--- src/sv/vtc_pkg.sv ---
`default_nettype none
package vtc_pkg;

   localparam int unsigned PcWidth = 6;

   localparam logic [7:0] CSI_BYTE   = 8'h9b;
   localparam logic [7:0] DIGIT_ZERO = 8'h30;
   localparam logic [7:0] POS_BIAS   = 8'd31;

   typedef enum logic [2:0] {
      SRC_LIT,
      SRC_ARG,
      SRC_ROW_T,
      SRC_ROW_O,
      SRC_COL_T,
      SRC_COL_O
   } src_type;

   typedef struct packed {
      src_type    src;
      logic [7:0] lit;
      logic       last;
   } ctrl_word_type;

   typedef struct packed {
      logic               go;
      logic [PcWidth-1:0] pc;
      logic [7:0]         arg;
   } seq_start_type;

   localparam logic [PcWidth-1:0] A_CSI_ARG = 6'd0;
   localparam logic [PcWidth-1:0] A_ARG     = 6'd2;
   localparam logic [PcWidth-1:0] A_LINE    = 6'd3;
   localparam logic [PcWidth-1:0] A_CUR_ON  = 6'd6;
   localparam logic [PcWidth-1:0] A_CUR_OFF = 6'd9;
   localparam logic [PcWidth-1:0] A_DEL_INS = 6'd13;
   localparam logic [PcWidth-1:0] A_VIDEO   = 6'd17;
   localparam logic [PcWidth-1:0] A_CURSOR  = 6'd26;

   function automatic ctrl_word_type cw(src_type src, logic [7:0] lit, logic last);
      ctrl_word_type w;
      w.src  = src;
      w.lit  = lit;
      w.last = last;
      return w;
   endfunction

   function automatic ctrl_word_type microcode(logic [PcWidth-1:0] pc);
      ctrl_word_type w;
      case (pc)
         6'd0:  w = cw(SRC_LIT, CSI_BYTE, 1'b0);
         6'd1:  w = cw(SRC_ARG, 8'h00, 1'b1);
         6'd2:  w = cw(SRC_ARG, 8'h00, 1'b1);
         6'd3:  w = cw(SRC_LIT, 8'h0a, 1'b0);
         6'd4:  w = cw(SRC_LIT, CSI_BYTE, 1'b0);
         6'd5:  w = cw(SRC_LIT, 8'h4c, 1'b1);
         6'd6:  w = cw(SRC_LIT, CSI_BYTE, 1'b0);
         6'd7:  w = cw(SRC_LIT, 8'h20, 1'b0);
         6'd8:  w = cw(SRC_LIT, 8'h70, 1'b1);
         6'd9:  w = cw(SRC_LIT, CSI_BYTE, 1'b0);
         6'd10: w = cw(SRC_LIT, 8'h30, 1'b0);
         6'd11: w = cw(SRC_LIT, 8'h20, 1'b0);
         6'd12: w = cw(SRC_LIT, 8'h70, 1'b1);
         6'd13: w = cw(SRC_LIT, CSI_BYTE, 1'b0);
         6'd14: w = cw(SRC_LIT, 8'h4d, 1'b0);
         6'd15: w = cw(SRC_LIT, CSI_BYTE, 1'b0);
         6'd16: w = cw(SRC_LIT, 8'h4c, 1'b1);
         6'd17: w = cw(SRC_LIT, CSI_BYTE, 1'b0);
         6'd18: w = cw(SRC_ARG, 8'h00, 1'b0);
         6'd19: w = cw(SRC_LIT, 8'h3b, 1'b0);
         6'd20: w = cw(SRC_LIT, 8'h33, 1'b0);
         6'd21: w = cw(SRC_LIT, 8'h31, 1'b0);
         6'd22: w = cw(SRC_LIT, 8'h3b, 1'b0);
         6'd23: w = cw(SRC_LIT, 8'h34, 1'b0);
         6'd24: w = cw(SRC_LIT, 8'h30, 1'b0);
         6'd25: w = cw(SRC_LIT, 8'h6d, 1'b1);
         6'd26: w = cw(SRC_LIT, CSI_BYTE, 1'b0);
         6'd27: w = cw(SRC_ROW_T, 8'h00, 1'b0);
         6'd28: w = cw(SRC_ROW_O, 8'h00, 1'b0);
         6'd29: w = cw(SRC_LIT, 8'h3b, 1'b0);
         6'd30: w = cw(SRC_COL_T, 8'h00, 1'b0);
         6'd31: w = cw(SRC_COL_O, 8'h00, 1'b0);
         6'd32: w = cw(SRC_LIT, 8'h48, 1'b1);
         default: w = cw(SRC_LIT, 8'h00, 1'b1);
      endcase
      return w;
   endfunction

endpackage
`default_nettype wire

--- src/sv/vtc_req_if.sv ---
`default_nettype none
interface vtc_req_if;
   logic       valid;
   logic       ready;
   logic [7:0] char_in;

   modport source (output valid, output char_in, input ready);
   modport sink (input valid, input char_in, output ready);
endinterface
`default_nettype wire

--- src/sv/vtc_rsp_if.sv ---
`default_nettype none
interface vtc_rsp_if;
   logic       valid;
   logic       ready;
   logic [7:0] out_byte;
   logic       last;

   modport source (output valid, output out_byte, output last, input ready);
   modport sink (input valid, input out_byte, input last, output ready);
endinterface
`default_nettype wire

--- src/sv/vtc_sequencer.sv ---
`default_nettype none
module vtc_sequencer (
   input  wire logic                  clock,
   input  wire logic                  reset,
   input  wire vtc_pkg::seq_start_type start,
   input  wire logic [7:0]            cursor_row,
   input  wire logic [7:0]            cursor_col,
   output logic                       busy,
   vtc_rsp_if.source                  rsp_if
);
   import vtc_pkg::*;

   logic               busy_ff, busy_in;
   logic [PcWidth-1:0] pc_ff, pc_in;
   logic [7:0]         arg_ff, arg_in;
   logic               out_valid_ff, out_valid_in;
   logic [7:0]         out_byte_ff, out_byte_in;
   logic               out_last_ff, out_last_in;

   ctrl_word_type word;
   logic          advance;
   logic [7:0]    coord;
   logic [14:0]   prod;
   logic [3:0]    quot;
   logic [6:0]    tens_part;
   logic [6:0]    rem;
   logic          above_nine;
   logic [7:0]    tens_digit;
   logic [7:0]    ones_digit;
   logic [7:0]    step_byte;

   assign word    = microcode(pc_ff);
   assign advance = busy_ff && (!out_valid_ff || rsp_if.ready);

   // Two decimal digits of a coordinate; the quotient by ten uses 205/2048.
   always_comb begin
      if (word.src == SRC_ROW_T || word.src == SRC_ROW_O) begin
         coord = cursor_row;
      end else begin
         coord = cursor_col;
      end
      prod       = {8'b0, coord[6:0]} * 15'd205;
      quot       = prod[14:11];
      tens_part  = {3'b0, quot} * 7'd10;
      rem        = coord[6:0] - tens_part;
      above_nine = !coord[7] && (coord[6:0] > 7'd9);
      if (above_nine) begin
         tens_digit = DIGIT_ZERO + {4'b0, quot};
         ones_digit = DIGIT_ZERO + {4'b0, rem[3:0]};
      end else begin
         tens_digit = DIGIT_ZERO;
         ones_digit = coord + DIGIT_ZERO;
      end
   end

   always_comb begin
      case (word.src)
         SRC_LIT:   step_byte = word.lit;
         SRC_ARG:   step_byte = arg_ff;
         SRC_ROW_T: step_byte = tens_digit;
         SRC_ROW_O: step_byte = ones_digit;
         SRC_COL_T: step_byte = tens_digit;
         SRC_COL_O: step_byte = ones_digit;
         default:   step_byte = word.lit;
      endcase
   end

   always_comb begin
      busy_in      = busy_ff;
      pc_in        = pc_ff;
      arg_in       = arg_ff;
      out_valid_in = out_valid_ff;
      out_byte_in  = out_byte_ff;
      out_last_in  = out_last_ff;
      if (start.go && !busy_ff) begin
         busy_in = 1'b1;
         pc_in   = start.pc;
         arg_in  = start.arg;
      end else if (advance) begin
         pc_in = pc_ff + 1'b1;
         if (word.last) begin
            busy_in = 1'b0;
         end
      end
      if (advance) begin
         out_valid_in = 1'b1;
         out_byte_in  = step_byte;
         out_last_in  = word.last;
      end else if (rsp_if.ready) begin
         out_valid_in = 1'b0;
      end
   end

   always_ff @(posedge clock) begin
      if (reset) begin
         busy_ff      <= 1'b0;
         out_valid_ff <= 1'b0;
      end else begin
         busy_ff      <= busy_in;
         out_valid_ff <= out_valid_in;
      end
      pc_ff       <= pc_in;
      arg_ff      <= arg_in;
      out_byte_ff <= out_byte_in;
      out_last_ff <= out_last_in;
   end

   assign busy            = busy_ff;
   assign rsp_if.valid    = out_valid_ff;
   assign rsp_if.out_byte = out_byte_ff;
   assign rsp_if.last     = out_last_ff;

endmodule
`default_nettype wire

--- src/sv/vt52_to_csi_translator.sv ---
`default_nettype none
// Channel   Direction  Payload             Transaction
// req_if    in         char_in[7:0]        one terminal byte from the host
// rsp_if    out        out_byte[7:0], last one console byte; last ends a sequence
//
// A byte that emits nothing is only decoded; a byte that emits n bytes is first
// dispatched into the microcode table, which then emits them one per step.
// The microcode step counter emits one byte per cycle while the output register
// is free. Synchronous reset returns to normal phase with zeroed positions.
// A stalled output holds the sequencer; a new byte is taken once it finishes.
module vt52_to_csi_translator (
   input  wire logic clock,
   input  wire logic reset,
   vtc_req_if.sink   req_if,
   vtc_rsp_if.source rsp_if
);
   import vtc_pkg::*;

   localparam logic [7:0] CH_CTRL_D = 8'h04;
   localparam logic [7:0] CH_CTRL_E = 8'h05;
   localparam logic [7:0] CH_BS     = 8'h08;
   localparam logic [7:0] CH_TAB    = 8'h09;
   localparam logic [7:0] CH_LF     = 8'h0a;
   localparam logic [7:0] CH_FF     = 8'h0c;
   localparam logic [7:0] CH_CR     = 8'h0d;
   localparam logic [7:0] CH_CTRL_S = 8'h13;
   localparam logic [7:0] CH_CTRL_X = 8'h18;
   localparam logic [7:0] CH_ESC    = 8'h1b;
   localparam logic [7:0] CH_SPACE  = 8'h20;
   localparam logic [7:0] CH_UP_A   = 8'h41;
   localparam logic [7:0] CH_UP_B   = 8'h42;
   localparam logic [7:0] CH_UP_C   = 8'h43;
   localparam logic [7:0] CH_UP_D   = 8'h44;
   localparam logic [7:0] CH_UP_E   = 8'h45;
   localparam logic [7:0] CH_UP_H   = 8'h48;
   localparam logic [7:0] CH_UP_I   = 8'h49;
   localparam logic [7:0] CH_UP_J   = 8'h4a;
   localparam logic [7:0] CH_UP_K   = 8'h4b;
   localparam logic [7:0] CH_UP_L   = 8'h4c;
   localparam logic [7:0] CH_UP_M   = 8'h4d;
   localparam logic [7:0] CH_UP_Y   = 8'h59;
   localparam logic [7:0] CH_LO_D   = 8'h64;
   localparam logic [7:0] CH_LO_E   = 8'h65;
   localparam logic [7:0] CH_LO_F   = 8'h66;
   localparam logic [7:0] CH_LO_J   = 8'h6a;
   localparam logic [7:0] CH_LO_K   = 8'h6b;
   localparam logic [7:0] CH_LO_L   = 8'h6c;
   localparam logic [7:0] CH_LO_O   = 8'h6f;
   localparam logic [7:0] CH_LO_P   = 8'h70;
   localparam logic [7:0] CH_LO_Q   = 8'h71;
   localparam logic [7:0] CH_LO_V   = 8'h76;
   localparam logic [7:0] CH_LO_W   = 8'h77;
   localparam logic [7:0] CH_SEVEN  = 8'h37;
   localparam logic [7:0] CH_ZERO   = 8'h30;

   typedef enum logic [1:0] {
      PH_NORMAL,
      PH_ESC,
      PH_ROW,
      PH_COL
   } phase_type;

   phase_type     phase_ff, phase_in;
   logic [7:0]    cursor_row_ff, cursor_row_in;
   logic [7:0]    cursor_col_ff, cursor_col_in;
   logic [7:0]    saved_row_ff, saved_row_in;
   logic [7:0]    saved_col_ff, saved_col_in;
   seq_start_type start;
   logic          seq_busy;
   logic          accept;
   logic [7:0]    c;

   assign req_if.ready = !seq_busy;
   assign accept       = req_if.valid && !seq_busy;
   assign c            = req_if.char_in;

   always_comb begin
      phase_in      = phase_ff;
      cursor_row_in = cursor_row_ff;
      cursor_col_in = cursor_col_ff;
      saved_row_in  = saved_row_ff;
      saved_col_in  = saved_col_ff;
      start.go      = 1'b0;
      start.pc      = A_ARG;
      start.arg     = c;
      case (phase_ff)
         PH_NORMAL: begin
            case (c)
               CH_ESC: phase_in = PH_ESC;
               CH_BS, CH_TAB, CH_LF, CH_CR: start.go = 1'b1;
               CH_CTRL_D: begin
                  start.go  = 1'b1;
                  start.pc  = A_CSI_ARG;
                  start.arg = CH_UP_C;
               end
               CH_CTRL_E: begin
                  start.go  = 1'b1;
                  start.pc  = A_CSI_ARG;
                  start.arg = CH_UP_A;
               end
               CH_CTRL_S: begin
                  start.go  = 1'b1;
                  start.pc  = A_CSI_ARG;
                  start.arg = CH_UP_D;
               end
               CH_CTRL_X: begin
                  start.go  = 1'b1;
                  start.pc  = A_CSI_ARG;
                  start.arg = CH_UP_B;
               end
               default: start.go = (c >= CH_SPACE);
            endcase
         end
         PH_ESC: begin
            phase_in = PH_NORMAL;
            start.go = 1'b1;
            case (c)
               CH_UP_A, CH_UP_B, CH_UP_C, CH_UP_D, CH_UP_H, CH_UP_J, CH_UP_K, CH_UP_M:
                  start.pc = A_CSI_ARG;
               CH_UP_E: start.arg = CH_FF;
               CH_UP_I: begin
                  start.pc  = A_CSI_ARG;
                  start.arg = CH_UP_L;
               end
               CH_UP_L: start.pc = A_LINE;
               CH_UP_Y: begin
                  phase_in = PH_ROW;
                  start.go = 1'b0;
               end
               CH_LO_E: start.pc = A_CUR_ON;
               CH_LO_F: start.pc = A_CUR_OFF;
               CH_LO_J: begin
                  saved_row_in = cursor_row_ff;
                  saved_col_in = cursor_col_ff;
                  start.go     = 1'b0;
               end
               CH_LO_K: begin
                  cursor_row_in = saved_row_ff;
                  cursor_col_in = saved_col_ff;
                  start.pc      = A_CURSOR;
               end
               CH_LO_L: start.pc = A_DEL_INS;
               CH_LO_P: begin
                  start.pc  = A_VIDEO;
                  start.arg = CH_SEVEN;
               end
               CH_LO_Q: begin
                  start.pc  = A_VIDEO;
                  start.arg = CH_ZERO;
               end
               CH_LO_D, CH_LO_O, CH_LO_V, CH_LO_W: start.go = 1'b0;
               default: start.pc = A_ARG;
            endcase
         end
         PH_ROW: begin
            cursor_row_in = c - POS_BIAS;
            phase_in      = PH_COL;
         end
         PH_COL: begin
            cursor_col_in = c - POS_BIAS;
            phase_in      = PH_NORMAL;
            start.go      = 1'b1;
            start.pc      = A_CURSOR;
         end
         default: phase_in = PH_NORMAL;
      endcase
      if (!accept) begin
         phase_in      = phase_ff;
         cursor_row_in = cursor_row_ff;
         cursor_col_in = cursor_col_ff;
         saved_row_in  = saved_row_ff;
         saved_col_in  = saved_col_ff;
         start.go      = 1'b0;
      end
   end

   always_ff @(posedge clock) begin
      if (reset) begin
         phase_ff      <= PH_NORMAL;
         cursor_row_ff <= 8'd0;
         cursor_col_ff <= 8'd0;
         saved_row_ff  <= 8'd0;
         saved_col_ff  <= 8'd0;
      end else begin
         phase_ff      <= phase_in;
         cursor_row_ff <= cursor_row_in;
         cursor_col_ff <= cursor_col_in;
         saved_row_ff  <= saved_row_in;
         saved_col_ff  <= saved_col_in;
      end
   end

   vtc_sequencer u_sequencer (
      .clock      (clock),
      .reset      (reset),
      .start      (start),
      .cursor_row (cursor_row_ff),
      .cursor_col (cursor_col_ff),
      .busy       (seq_busy),
      .rsp_if     (rsp_if)
   );

endmodule
`default_nettype wire

--- src/flat_wrapper.sv ---
// flat-port wrapper written by rule: the top's interface ports become plain ports
module vt52_to_csi_translator_flat import vtc_pkg::*;
  (clock, reset, req_if_valid, req_if_char_in, req_if_ready, rsp_if_valid, rsp_if_out_byte, rsp_if_last, rsp_if_ready);
  vtc_req_if req_if_i ();
  vtc_rsp_if rsp_if_i ();
  input  wire logic clock;
  input  wire logic reset;
  input wire logic [$bits(req_if_i.valid)-1:0] req_if_valid;
  input wire logic [$bits(req_if_i.char_in)-1:0] req_if_char_in;
  output wire logic [$bits(req_if_i.ready)-1:0] req_if_ready;
  output wire logic [$bits(rsp_if_i.valid)-1:0] rsp_if_valid;
  output wire logic [$bits(rsp_if_i.out_byte)-1:0] rsp_if_out_byte;
  output wire logic [$bits(rsp_if_i.last)-1:0] rsp_if_last;
  input wire logic [$bits(rsp_if_i.ready)-1:0] rsp_if_ready;
  assign req_if_i.valid = req_if_valid;
  assign req_if_i.char_in = req_if_char_in;
  assign req_if_ready = req_if_i.ready;
  assign rsp_if_valid = rsp_if_i.valid;
  assign rsp_if_out_byte = rsp_if_i.out_byte;
  assign rsp_if_last = rsp_if_i.last;
  assign rsp_if_i.ready = rsp_if_ready;
  vt52_to_csi_translator u_core (.clock(clock), .reset(reset), .req_if(req_if_i), .rsp_if(rsp_if_i));
endmodule
--- config.mk ---
export PLATFORM = sky130hd
export DESIGN_NAME = vt52_to_csi_translator_flat
export DESIGN_NICKNAME = d
export VERILOG_FILES = /design/src/sv/vtc_pkg.sv /design/src/sv/vtc_req_if.sv /design/src/sv/vtc_rsp_if.sv /design/src/sv/vtc_sequencer.sv /design/src/sv/vt52_to_csi_translator.sv /design/src/flat_wrapper.sv
export SDC_FILE = /design/constraint.sdc
export NUM_CORES = 1
export LEC_CHECK = 0
export ABC_CLOCK_PERIOD_IN_PS = 6600
export BUFFER_PORTS_ARGS = -buffer_cell sky130_fd_sc_hd__clkbuf_2
export CAP_MARGIN = 25
export CORE_MARGIN = 2
export CORE_UTILIZATION = 55
export DETAILED_ROUTE_END_ITERATION = 7
export PLACE_DENSITY = 0.72
export RECOVER_POWER = 25
export SLEW_MARGIN = 5
export SYNTH_ARGS = -nofsm -noshare
export SYNTH_HDL_FRONTEND = slang
export SYNTH_HIERARCHICAL = 1
export SYNTH_SLANG_ARGS = --single-unit
--- constraint.sdc ---
create_clock -name clock -period 6.6 [get_ports clock]
set_input_delay 0.33 -clock clock [delete_from_list [all_inputs] [get_ports clock]]
set_output_delay 0.33 -clock clock [all_outputs]
set_load 0.02 [all_outputs]
==> flow_metrics.py, run 1 <==
metrics = {
    "outcome": {
        "status": "finished clean",
    },
    "detailed_routing": {
        "vias": 4952,
        "drt_iter0_markers": 353,
        "wl_per_cell_um": 16.6,
        "viasPerCell": 6.04,
        "firstDrtPassIters": 5,
        "antenna_left": 0,
        "drc": 0,
        "routed_wl_um": 13600,
    },
    "clock_tree": {
        "cts-buffers-inserted": 9,
        "cts-resized-gates": 0,
        "cts_setup_buffers": 0,
        "cts_buffer_depth": 2,
        "htreeDepth": 3,
        "holdBufCountCts": 0,
        "cts_tree": "built",
        "clkSinkCount": 71,
        "clkSlewWorstSetupHoldPaths_ns": 0.07,
        "clk_latency_ns": 0.35,
        "cts_root_buffer": "clkbuf_8",
    },
    "grt": {
        "antenna_found_initial": 0,
        "grt_pass1_vias": 4630,
        "grt_max_degree": 38,
        "grt_overflow_total": 0,
        "grt_pass1_wl_um": 22800,
        "track_usage_pct": 25.3,
    },
    "place": {
        "hpwlAfterDp_um": 10100,
        "dpl.cell_count": 801,
        "port_buffers": 22,
        "post-place-ws_ns": 0.302,
        "gp_congestion": 0.940,
    },
    "critical_path": {
        "crit_start": "u_core/u_sequencer/word[11]$_SDFF_PP0_",
        "cp_data_arrival_time_ns": 6.27,
        "cp_slowest_cell": "fa_1",
        "cp_cell_sequence": "nand2b_4, mux2i_2, inv_1, ha_1, ha_1, fa_1, inv_1, fa_1, inv_1, ha_1, a21oi_1, nand4b_1, o22a_2, o21ai_2, a21oi_2, xor2_1, inv_1, ha_1, fa_1, xnor2_1, xnor2_1, xnor3_1, or3_1, a31o_1",
        "cp_data_required_time_ns": 6.71,
        "r2r_start": "u_core/u_sequencer/word[11]$_SDFF_PP0_",
        "cp_slowest_stage_delay_ns": 0.51,
        "critical_path.max_fanout": 13,
        "critPathCaptureType": "register",
        "start_kind": "register",
        "critPathKind": "reg -> reg",
    },
    "die": {
        "die_width_um": 105,
        "initial_core_util_pct": 57.2,
        "die_area_mm2": 0.0111,
        "fp.dieH_um": 105,
        "core_area_mm2": 0.00986,
        "io_pins": 23,
        "rows": 36,
    },
    "sta": {
        "setup_viol": 0,
        "min_period_ns": 6.16,
        "fin_setup_tns_ns": 0,
        "tightest_slew_ns": 0.903,
        "fin_crit_sh_pct": 93.3,
        "fmax_ghz": 0.162,
        "finalMaxSlewViolations": 0,
        "worst_slack_ns": 0.440,
        "fin_worst_skew_ns": 0.00609,
        "final_hold_viol_count": 0,
        "rsz0062_at_grt": "no",
        "slew_headroom_pct": 39.8,
    },
    "yosys": {
        "ys.warnings.count": 6,
        "synthesis.nets": 752,
        "syn_area_mm2": 0.00564,
        "synth.distinct_cells": 81,
        "avgSynthCellArea_um2": 8.23,
        "synth-edff-count": 23,
        "yosysSeqAreaShare_pct": 29.3,
        "ys_ff_latch": 71,
        "netlist_instances": 685,
        "ys_async_sr_fraction_pct": 0,
        "synth_top_area_share_pct": 17.0,
        "synth_ff_type": "dfxtp_1",
        "synth_area_leader_cell": "dfxtp_1",
        "netlist_top_cells_area": "dfxtp_1, edfxtp_1, ha_1",
    },
    "finish": {
        "syn_to_final_growth_pct": 5.24,
        "instances_no_fill": 820,
        "nets": 749,
        "fillers": 883,
        "antenna_cells": 0,
        "drive_gt1_share_pct": 6.99,
    },
    "min_path": {
        "min_path_type": "in -> reg",
        "hp-start": "req_if_valid",
    },
    "power_and_ir_drop": {
        "vdd_ir_drop_max_mv": 0.203,
        "powerDensity_mw_per_mm2": 250,
        "leakagePower_nw": 2.45,
    },
    "flow_run": {
        "cap_violations": 0,
    },
}
-- kinds of logic after synthesis --
kind of cell,share of synthesized area [%]
other,0.0665
adder cells (fa/ha/maj),13.4
multiplexers,4.77
XOR/XNOR,4.28
AND/OR/NAND/NOR,20.6
AO/OA/AOI/OAI,20.8
flip-flops,29.3
buffers and inverters,6.77
-- per-layer routing --
metal | GRT usage (%) | part of all wire (%)
met1 | 33.7 | 45
met2 | 42.6 | 48
met3 | 3.83 | 5.3
met4 | 7.62 | 1.9
met5 | 0 | 0
-- cell usage in the layout, fill, tap and decap left out, types with 8 or more instances in the layout --
master / Yosys / routed
nor2_1: 49 / 49
clkbuf_1: 21 / 18
inv_1: 45 / 45
fa_1: 9 / 9
nor3_1: 15 / 15
nand3_1: 15 / 15
ha_1: 46 / 46
xnor2_1: 14 / 14
a31oi_1: 14 / 14
clkbuf_2: 1 / 8
clkbuf_8: 0 / 9
nand2b_1: 9 / 9
xor2_1: 11 / 11
nand2_1: 102 / 102
dfxtp_1: 48 / 48
mux2i_1: 22 / 20
o211ai_1: 9 / 9
edfxtp_1: 23 / 23
a21oi_1: 62 / 62
o21ai_0: 27 / 27
-- synth_stat cells, drive strengths merged (3+ instances only) --
library cell	n
a21boi	4
edfxtp	23
nor3	15
nand2	103
nand4	4
o21bai	3
nand2b	10
xor2	11
a41oi	5
a211o	4
nor2	49
nor4	3
a21oi	63
or3	5
and3	6
a31oi	14
inv	46
o22ai	5
buf	19
fa	9
nor3b	4
clkbuf	22
xnor2	14
nor4bb	3
a211oi	7
o22a	6
or2	3
o221ai	3
a221oi	4
o41ai	3
mux2	4
nand3	15
o211ai	9
nor2b	7
dfxtp	48
o21ai	29
ha	46
and2	3
mux2i	22
-- critical path, delay by kind of cell, from the launching register on --
kind / cells / cell delay (ns)
DFF: 1 / 0.33
muxes: 1 / 0.44
xor gates and xnor gates: 4 / 0.78
AOI/OAI and AO/OA: 5 / 0.84
adders and majority gates: 7 / 2.43
buffers and inverters: 4 / 0.36
and+or+nand+nor: 3 / 0.75
-- worst paths after layout --
check                                                    end  slack (ns)  depth (start not counted)
min                          u_core/phase_ff[0]$_SDFFE_PP0P_        0.29                          4
max          u_core/u_sequencer/rsp_if.out_byte[3]$_DFFE_PP_        0.44                         24
min reg2reg              u_core/saved_col_ff[7]$_SDFFE_PP0P_        0.45                          2
max reg2reg  u_core/u_sequencer/rsp_if.out_byte[3]$_DFFE_PP_        0.44                         24
-- flip-flops by register name (all words and copies together) (netlist names), 6 cells and up, named ones only --
name / count
u_core/saved_row_ff: 8
u_core/u_sequencer/arg_ff: 8
u_core/cursor_col_ff: 8
u_core/u_sequencer/pc_ff: 6
u_core/cursor_row_ff: 8
u_core/saved_col_ff: 8
u_core/u_sequencer/word: 12
u_core/u_sequencer/rsp_if.out_byte: 8
-- final cells by class --
type	count	area, µm²	share of cell area, %
Multi-Input combinational cell	527	3610	60.9
Sequential cell	71	1650	27.8
Inverter	46	175	2.95
Tap cell	133	166	2.80
Clock buffer	13	160	2.70
Timing Repair Buffer	27	126	2.13
Clock inverter	3	41.3	0.696
-- power by group --
group          switching [W]  leakage (nW)  total, W  internal [W]
logic               0.000347          1.74  0.000551      0.000205
registers          0.0000455         0.608  0.000578      0.000533
clock network       0.000156         0.103  0.000354      0.000198
total               0.000548          2.45   0.00148      0.000935
-- per-stage QoR --
| step | power [W] | hold WS, ns | instance area [µm²] | util (%) |
|---|---|---|---|---|
| 4_1_cts | 0.00148 | 0.275 | 5920 | 60.1 |
| 3_3_place_gp | 0.00111 | 0.433 | 5720 | 58.0 |
| 3_5_place_dp | 0.00113 | 0.432 | 5720 | 58.0 |
| 5_1_grt | 0.00158 | 0.300 | 5930 | 60.1 |
| 2_1_floorplan | 0.00102 | 0.402 | 5640 | - |
| 6_report | 0.00148 | 0.286 | 5930 | 60.1 |
(Power assumes the default switching activity.)
==> run 2, diff against run 1 <==
--- a/config.mk
+++ b/config.mk
@@ -16,5 +16,4 @@
 export SLEW_MARGIN = 5
 export SYNTH_ARGS = -nofsm -noshare
 export SYNTH_HDL_FRONTEND = slang
-export SYNTH_HIERARCHICAL = 1
 export SYNTH_SLANG_ARGS = --single-unit
==> run 2 against run 1 <==
The run now ends with max-capacitance violations, max-slew violations left; synthesized cell count decreased by 1.6%; cell count down 1.1%; synthesized area rose by 1.8%; worst setup slack gained 0.19 ns; combinational power shrank 27%; register-to-register slack improved by 0.19 ns; largest cell class unchanged; largest power group unchanged; highest routed layer unchanged.
==> flow_metrics.py, run 2 <==
metrics = {
    "outcome": {
        "status": "finished, violations left",
        "violations": "max-capacitance violations, max-slew violations",
    },
    "yosys": {
        "avgSynthCellArea_um2": 8.52,
        "ys.warnings.count": 0,
        "netlist_top_cells_count": "nor2_1, nand2_1, dfxtp_1, inv_1, ha_1",
        "netlist_top_cells_area": "dfxtp_1, edfxtp_1, ha_1",
        "synth_area_leader_cell": "dfxtp_1",
        "synth.distinct_cells": 81,
        "synth-edff-count": 23,
        "synth_ff_type": "dfxtp_1",
        "synthesis.nets": 740,
        "netlist_instances": 674,
        "ys_ff_latch": 71,
        "yosysMostFrequentCell": "nor2_1",
        "synth_top_area_share_pct": 16.7,
        "ys_async_sr_fraction_pct": 0,
        "yosysSeqAreaShare_pct": 28.8,
        "syn_area_mm2": 0.00574,
    },
    "min_path": {
        "min_path_type": "in -> reg",
    },
    "die": {
        "io_pins": 23,
        "die_width_um": 106,
        "fp.dieH_um": 106,
        "initial_core_util_pct": 56.1,
        "core_area_mm2": 0.0102,
        "rows": 37,
        "die_area_mm2": 0.0113,
    },
    "finish": {
        "mostFrequentLayoutCell": "nor2_1",
        "final_cell_mix": "nor2_1, nand2_1, inv_1, dfxtp_1, ha_1",
        "drive_gt1_share_pct": 9.48,
        "syn_to_final_growth_pct": 5.86,
        "nets": 736,
        "antenna_cells": 0,
        "finalCoreUtilization_pct": 59.4,
        "largest_reg_flops": 12,
    },
    "power_and_ir_drop": {
        "switching_power_w": 0.000455,
        "seqPwrFrac_pct": 40.6,
        "intPower_w": 0.000914,
        "leakagePower_nw": 2.60,
        "p_comb_share_pct": 29.4,
        "powerDensity_mw_per_mm2": 225,
        "switching_share_pct": 33.3,
        "clkPwrFrac_pct": 30.0,
        "vdd_ir_drop_max_mv": 0.0987,
    },
    "grt": {
        "antenna_found_initial": 0,
        "grt_pass1_vias": 4525,
        "grt_max_degree": 37,
        "track_usage_pct": 25.1,
        "grt_overflow_total": 0,
        "grt_pass1_wl_um": 22700,
    },
    "critical_path": {
        "cpLargestDelayFamily": "adder cells",
        "cp_common_cell": "inv_1",
        "critPathCaptureType": "register",
        "critical_path.max_fanout": 8,
        "start_kind": "register",
        "cp_slowest_cell": "a2111oi_1",
        "cp_data_arrival_time_ns": 6.06,
        "crit_buf_inv": 6,
        "cp_data_required_time_ns": 6.69,
        "cp_cell_sequence": "nand2b_1, mux2i_4, inv_2, ha_1, inv_1, fa_1, inv_1, ha_1, inv_1, fa_1, inv_1, ha_1, or3_1, a2111oi_1, nor2_1, a21oi_1, ha_1, inv_1, fa_1, xor2_1, xnor2_1, mux2i_1, o211ai_1",
        "critPathKind": "reg -> reg",
        "cp_slowest_stage_delay_ns": 0.53,
    },
    "sta": {
        "finalMaxSlewViolations": 37,
        "fin_worst_skew_ns": 0.0164,
        "slew_headroom_pct": -3.30,
        "rsz0062_at_grt": "no",
        "tightest_slew_ns": 1.55,
        "min_period_ns": 5.97,
        "fin_setup_tns_ns": 0,
        "setup_viol": 0,
        "fmax_ghz": 0.168,
        "fin_crit_sh_pct": 90.4,
        "final_hold_viol_count": 0,
    },
    "detailed_routing": {
        "drt_iter0_markers": 347,
        "drc": 0,
        "antenna_left": 0,
        "viasPerCell": 6.09,
        "wl_per_cell_um": 17.0,
        "firstDrtPassIters": 7,
        "vias": 4942,
        "routed_wl_um": 13800,
    },
    "clock_tree": {
        "clkSinkCount": 71,
        "cts_root_buffer": "clkbuf_8",
        "holdBufCountCts": 0,
        "cts_tree": "built",
        "clkSlewWorstSetupHoldPaths_ns": 0.08,
        "htreeDepth": 3,
        "cts-resized-gates": 0,
        "cts_setup_buffers": 0,
        "cts_buffer_depth": 2,
        "cts-buffers-inserted": 9,
        "clk_latency_ns": 0.35,
    },
    "flow_run": {
        "cap_violations": 1,
    },
    "place": {
        "hpwlAfterDp_um": 10300,
        "port_buffers": 22,
        "gp_congestion": 0.960,
    },
}
## run 2: cell types whose count changed after synthesis, sizes merged, moves of 7 or more
cell and delta:
clkbuf +7, mux2i +24, nor2 +18, o21ai +11
a21oi -22, a31oi -10, nand2 -45
## run 2: layout make-up
type	instances	area (µm²)
fillers	913	4150
well taps	136	170
inverters	50	188
clock buffers	12	166
clock inverters	4	75.1
multi-input cells	511	3700
repair buffers	27	130
flip-flops and latches	71	1650
## run 2: worst paths after layout
check,cells past startpoint,from,endpoint,slack (ns)
max,23,u_core.u_sequencer.word[11]$_SDFF_PP0_,u_core.u_sequencer.rsp_if.out_byte[3]$_DFFE_PP_,0.63
min,3,rsp_if_ready,u_core.u_sequencer.rsp_if.valid$_SDFFE_PP0P_,0.27
max reg2reg,23,u_core.u_sequencer.word[11]$_SDFF_PP0_,u_core.u_sequencer.rsp_if.out_byte[3]$_DFFE_PP_,0.63
min reg2reg,2,u_core.cursor_col_ff[6]$_SDFFE_PP0P_,u_core.cursor_col_ff[6]$_SDFFE_PP0P_,0.49
## run 2: per-layer routing
metal / vias up / global-route usage [%] / share of wire [%]
met5: - / 0 / 0
met4: 0 / 6.58 / 1.4
met1: 2346 / 35.7 / 47
met3: 18 / 3.56 / 5.8
li1: 2410 / - / -
met2: 168 / 40.1 / 46
## run 2: kinds of logic after synthesis
| group | after synthesis | synth area share [%] |
|---|---|---|
| AOI/OAI and AO/OA | 165 | 19.9 |
| xor gates and xnor gates | 24 | 3.66 |
| adders and majority gates | 54 | 12.9 |
| buffers and inverters | 92 | 6.76 |
| DFF | 71 | 28.8 |
| muxes | 56 | 10.3 |
| and+or+nand+nor | 212 | 17.6 |
## run 2: through the flow
step	power, W	setup slack (ns)	instances	area (µm²)	hold WS [ns]
after CTS	0.00137	0.607	811	6100	0.266
after floorplan	0.000873	1.19	674	5740	0.409
after detailed placement	0.000962	0.621	795	5860	0.482
after global routing	0.00144	0.238	811	6080	0.289
after global placement	0.000957	0.801	795	5860	0.465
final	0.00137	0.634	811	6080	0.274
## run 2: worst min-delay path: stages
cell and delay (ns):
clkbuf_2 0.07, nand2b_1 0.12, a21oi_1 0.07
## run 2: power by group through the flow
stage | sequential [W] | combinational (W) | clock (W)
after floorplan | 0.000560 | 0.000313 | 0
after global placement | 0.000565 | 0.000393 | 0
after detailed placement | 0.000565 | 0.000397 | 0
after CTS | 0.000556 | 0.000398 | 0.000420
after global routing | 0.000561 | 0.000444 | 0.000438
final | 0.000556 | 0.000403 | 0.000410
==> run 3, diff against run 2 <==
--- a/config.mk
+++ b/config.mk
@@ -9,9 +9,9 @@
 export BUFFER_PORTS_ARGS = -buffer_cell sky130_fd_sc_hd__clkbuf_2
 export CAP_MARGIN = 25
 export CORE_MARGIN = 2
-export CORE_UTILIZATION = 55
+export CORE_UTILIZATION = 35
 export DETAILED_ROUTE_END_ITERATION = 7
-export PLACE_DENSITY = 0.72
+export GPL_TIMING_DRIVEN = 0
 export RECOVER_POWER = 25
 export SLEW_MARGIN = 5
 export SYNTH_ARGS = -nofsm -noshare
==> run 3 against run 2 <==
The flow now finishes without violations; sequential power down 1%; sequential cell count is the same; register-to-register slack got worse by 0.12 ns; worst hold slack improved by 0.11 ns; global-route usage shrank 7.8 points; final area up 6.3%; cell count grew 14%; combinational power is 6.9% higher; routed wire length up 5.8%; via count is 0.28% higher; first-iteration DRC count grew 33%; non-clock buffer count rose by 36; largest power group is now clock.
==> flow_metrics.py, run 3 (same netlist as run 2, synthesis figures left out) <==
metrics = {
    "sta": {
        "finalMaxSlewViolations": 0,
        "worst_slack_ns": 0.519,
        "final_hold_viol_count": 0,
        "fin_crit_sh_pct": 92.1,
        "fin_worst_skew_ns": 0.00658,
        "slew_headroom_pct": 19.0,
        "fmax_ghz": 0.164,
        "rsz0062_at_grt": "no",
        "min_period_ns": 6.08,
        "hold_ws_ns": 0.388,
        "setup_viol": 0,
        "fin_setup_tns_ns": 0,
        "tightest_slew_ns": 1.22,
    },
    "power_and_ir_drop": {
        "switching_share_pct": 31.6,
        "clkPwrFrac_pct": 36.9,
        "leakagePower_nw": 2.73,
        "p_comb_share_pct": 27.8,
        "vdd_ir_drop_max_mv": 0.134,
        "powerDensity_mw_per_mm2": 240,
        "intPower_w": 0.00106,
        "switching_power_w": 0.000491,
        "seqPwrFrac_pct": 35.3,
        "finalPower_w": 0.00155,
    },
    "grt": {
        "track_usage_pct": 17.3,
        "antenna_found_initial": 0,
        "grt_pass1_wl_um": 24500,
        "grt_overflow_total": 0,
        "grt_max_degree": 19,
        "grt_pass1_vias": 4777,
    },
    "die": {
        "io_pins": 23,
        "core_area_mm2": 0.0159,
        "die_width_um": 132,
        "die_area_mm2": 0.0174,
        "rows": 46,
        "fp.dieH_um": 132,
        "initial_core_util_pct": 36.0,
    },
    "clock_tree": {
        "cts_tree": "built",
        "cts_root_buffer": "clkbuf_16",
        "clkSinkCount": 71,
        "holdBufCountCts": 0,
        "clk_latency_ns": 0.34,
        "cts_setup_buffers": 0,
        "htreeDepth": 3,
        "cts_buffer_depth": 2,
        "clkSlewWorstSetupHoldPaths_ns": 0.06,
        "cts-buffers-inserted": 9,
        "cts-resized-gates": 0,
    },
    "finish": {
        "largest_reg_flops": 12,
        "syn_to_final_growth_pct": 12.6,
        "fillers": 1646,
        "mostFrequentLayoutCell": "nor2_1",
        "final_cell_mix": "nor2_1, nand2_1, inv_1, dfxtp_1, ha_1",
        "nets": 772,
        "antenna_cells": 0,
        "drive_gt1_share_pct": 10.3,
        "instances_no_fill": 927,
    },
    "critical_path": {
        "critical_path.max_fanout": 9,
        "cp_data_required_time_ns": 6.67,
        "critPathKind": "reg -> reg",
        "critPathCaptureType": "register",
        "cp_data_arrival_time_ns": 6.15,
        "start_kind": "register",
        "r2r_slack_ns": 0.52,
    },
    "place": {
        "hpwlAfterDp_um": 11000,
        "post-place-ws_ns": 0.516,
        "gp_congestion": 0.947,
        "port_buffers": 21,
        "dpl.cell_count": 911,
    },
    "min_path": {
        "min_path_type": "in -> reg",
    },
    "detailed_routing": {
        "drt_iter0_markers": 461,
        "antenna_left": 0,
        "viasPerCell": 5.35,
        "vias": 4956,
        "firstDrtPassIters": 5,
        "wl_per_cell_um": 15.8,
        "drc": 0,
        "routed_wl_um": 14600,
    },
    "flow_run": {
        "cap_violations": 0,
    },
    "outcome": {
        "status": "finished clean",
    },
}
run 3: changes by cell type in the layout (fill, tap and decap cells not counted), sizes merged:
cell,delta
buf,+7
bufinv,-1
clkbuf,+31
clkinv,-1
run 3: metal layers:
| metal | wire length [µm] | up-vias | track usage, % |
|---|---|---|---|
| met5 | 0 | - | 0 |
| met4 | 336 | 0 | 7.43 |
| met3 | 802 | 23 | 2.73 |
| met2 | 6330 | 159 | 26.1 |
| met1 | 7130 | 2304 | 24.5 |
| li1 | - | 2470 | - |
run 3: final timing paths:
check,start,to,depth (start not counted)
worst min-delay path,reset,u_core.cursor_col_ff[0]$_SDFFE_PP0P_,2
worst min register to register,u_core.cursor_col_ff[3]$_SDFFE_PP0P_,u_core.cursor_col_ff[3]$_SDFFE_PP0P_,2
worst max register to register,u_core.u_sequencer.word[10]$_SDFF_PP0_,u_core.u_sequencer.rsp_if.out_byte[3]$_DFFE_PP_,22
worst max-delay path,u_core.u_sequencer.word[10]$_SDFF_PP0_,u_core.u_sequencer.rsp_if.out_byte[3]$_DFFE_PP_,22
run 3: worst max-delay path: stages (launching register included):
cell and delay [ns]:
dfxtp_1 0.30, buf_4 0.15, nor2b_1 0.12, buf_2 0.20
mux2i_1 0.67, ha_1 0.27, inv_1 0.06, fa_1 0.36
inv_1 0.08, fa_1 0.42, ha_1 0.31, ha_1 0.21
or3_1 0.40, a2111oi_1 0.50, nor2_1 0.09, a21oi_1 0.33
ha_1 0.22, inv_1 0.05, fa_1 0.37, xor2_1 0.18
xnor2_1 0.19, mux2i_1 0.21, o211ai_1 0.11
run 3: area by class of cell:
class                   count  area, µm²  area share [%]
inverters                  50        188            2.90
flip-flops and latches     71       1650            25.6
clock inverters             2       36.3           0.561
well taps                 216        270            4.18
plain buffers              42        199            3.08
clock buffers              14        328            5.07
repair buffers             21       88.8            1.37
multi-input cells         511       3700            57.3
run 3: per-stage QoR:
step	instance area [µm²]	util, %
floorplan	5740	-
global placement	6120	38.4
detailed placement	6120	38.4
CTS	6480	40.6
global route	6460	40.5
finish	6460	40.5
run 3: power groups by stage:
stage          Sequential, W  Combinational, W  Clock [W]
2_1_floorplan       0.000560          0.000313          0
5_1_grt             0.000553          0.000479   0.000601
3_5_place_dp        0.000557          0.000428          0
6_report            0.000548          0.000431   0.000572
4_1_cts             0.000548          0.000431   0.000581
3_3_place_gp        0.000555          0.000429          0
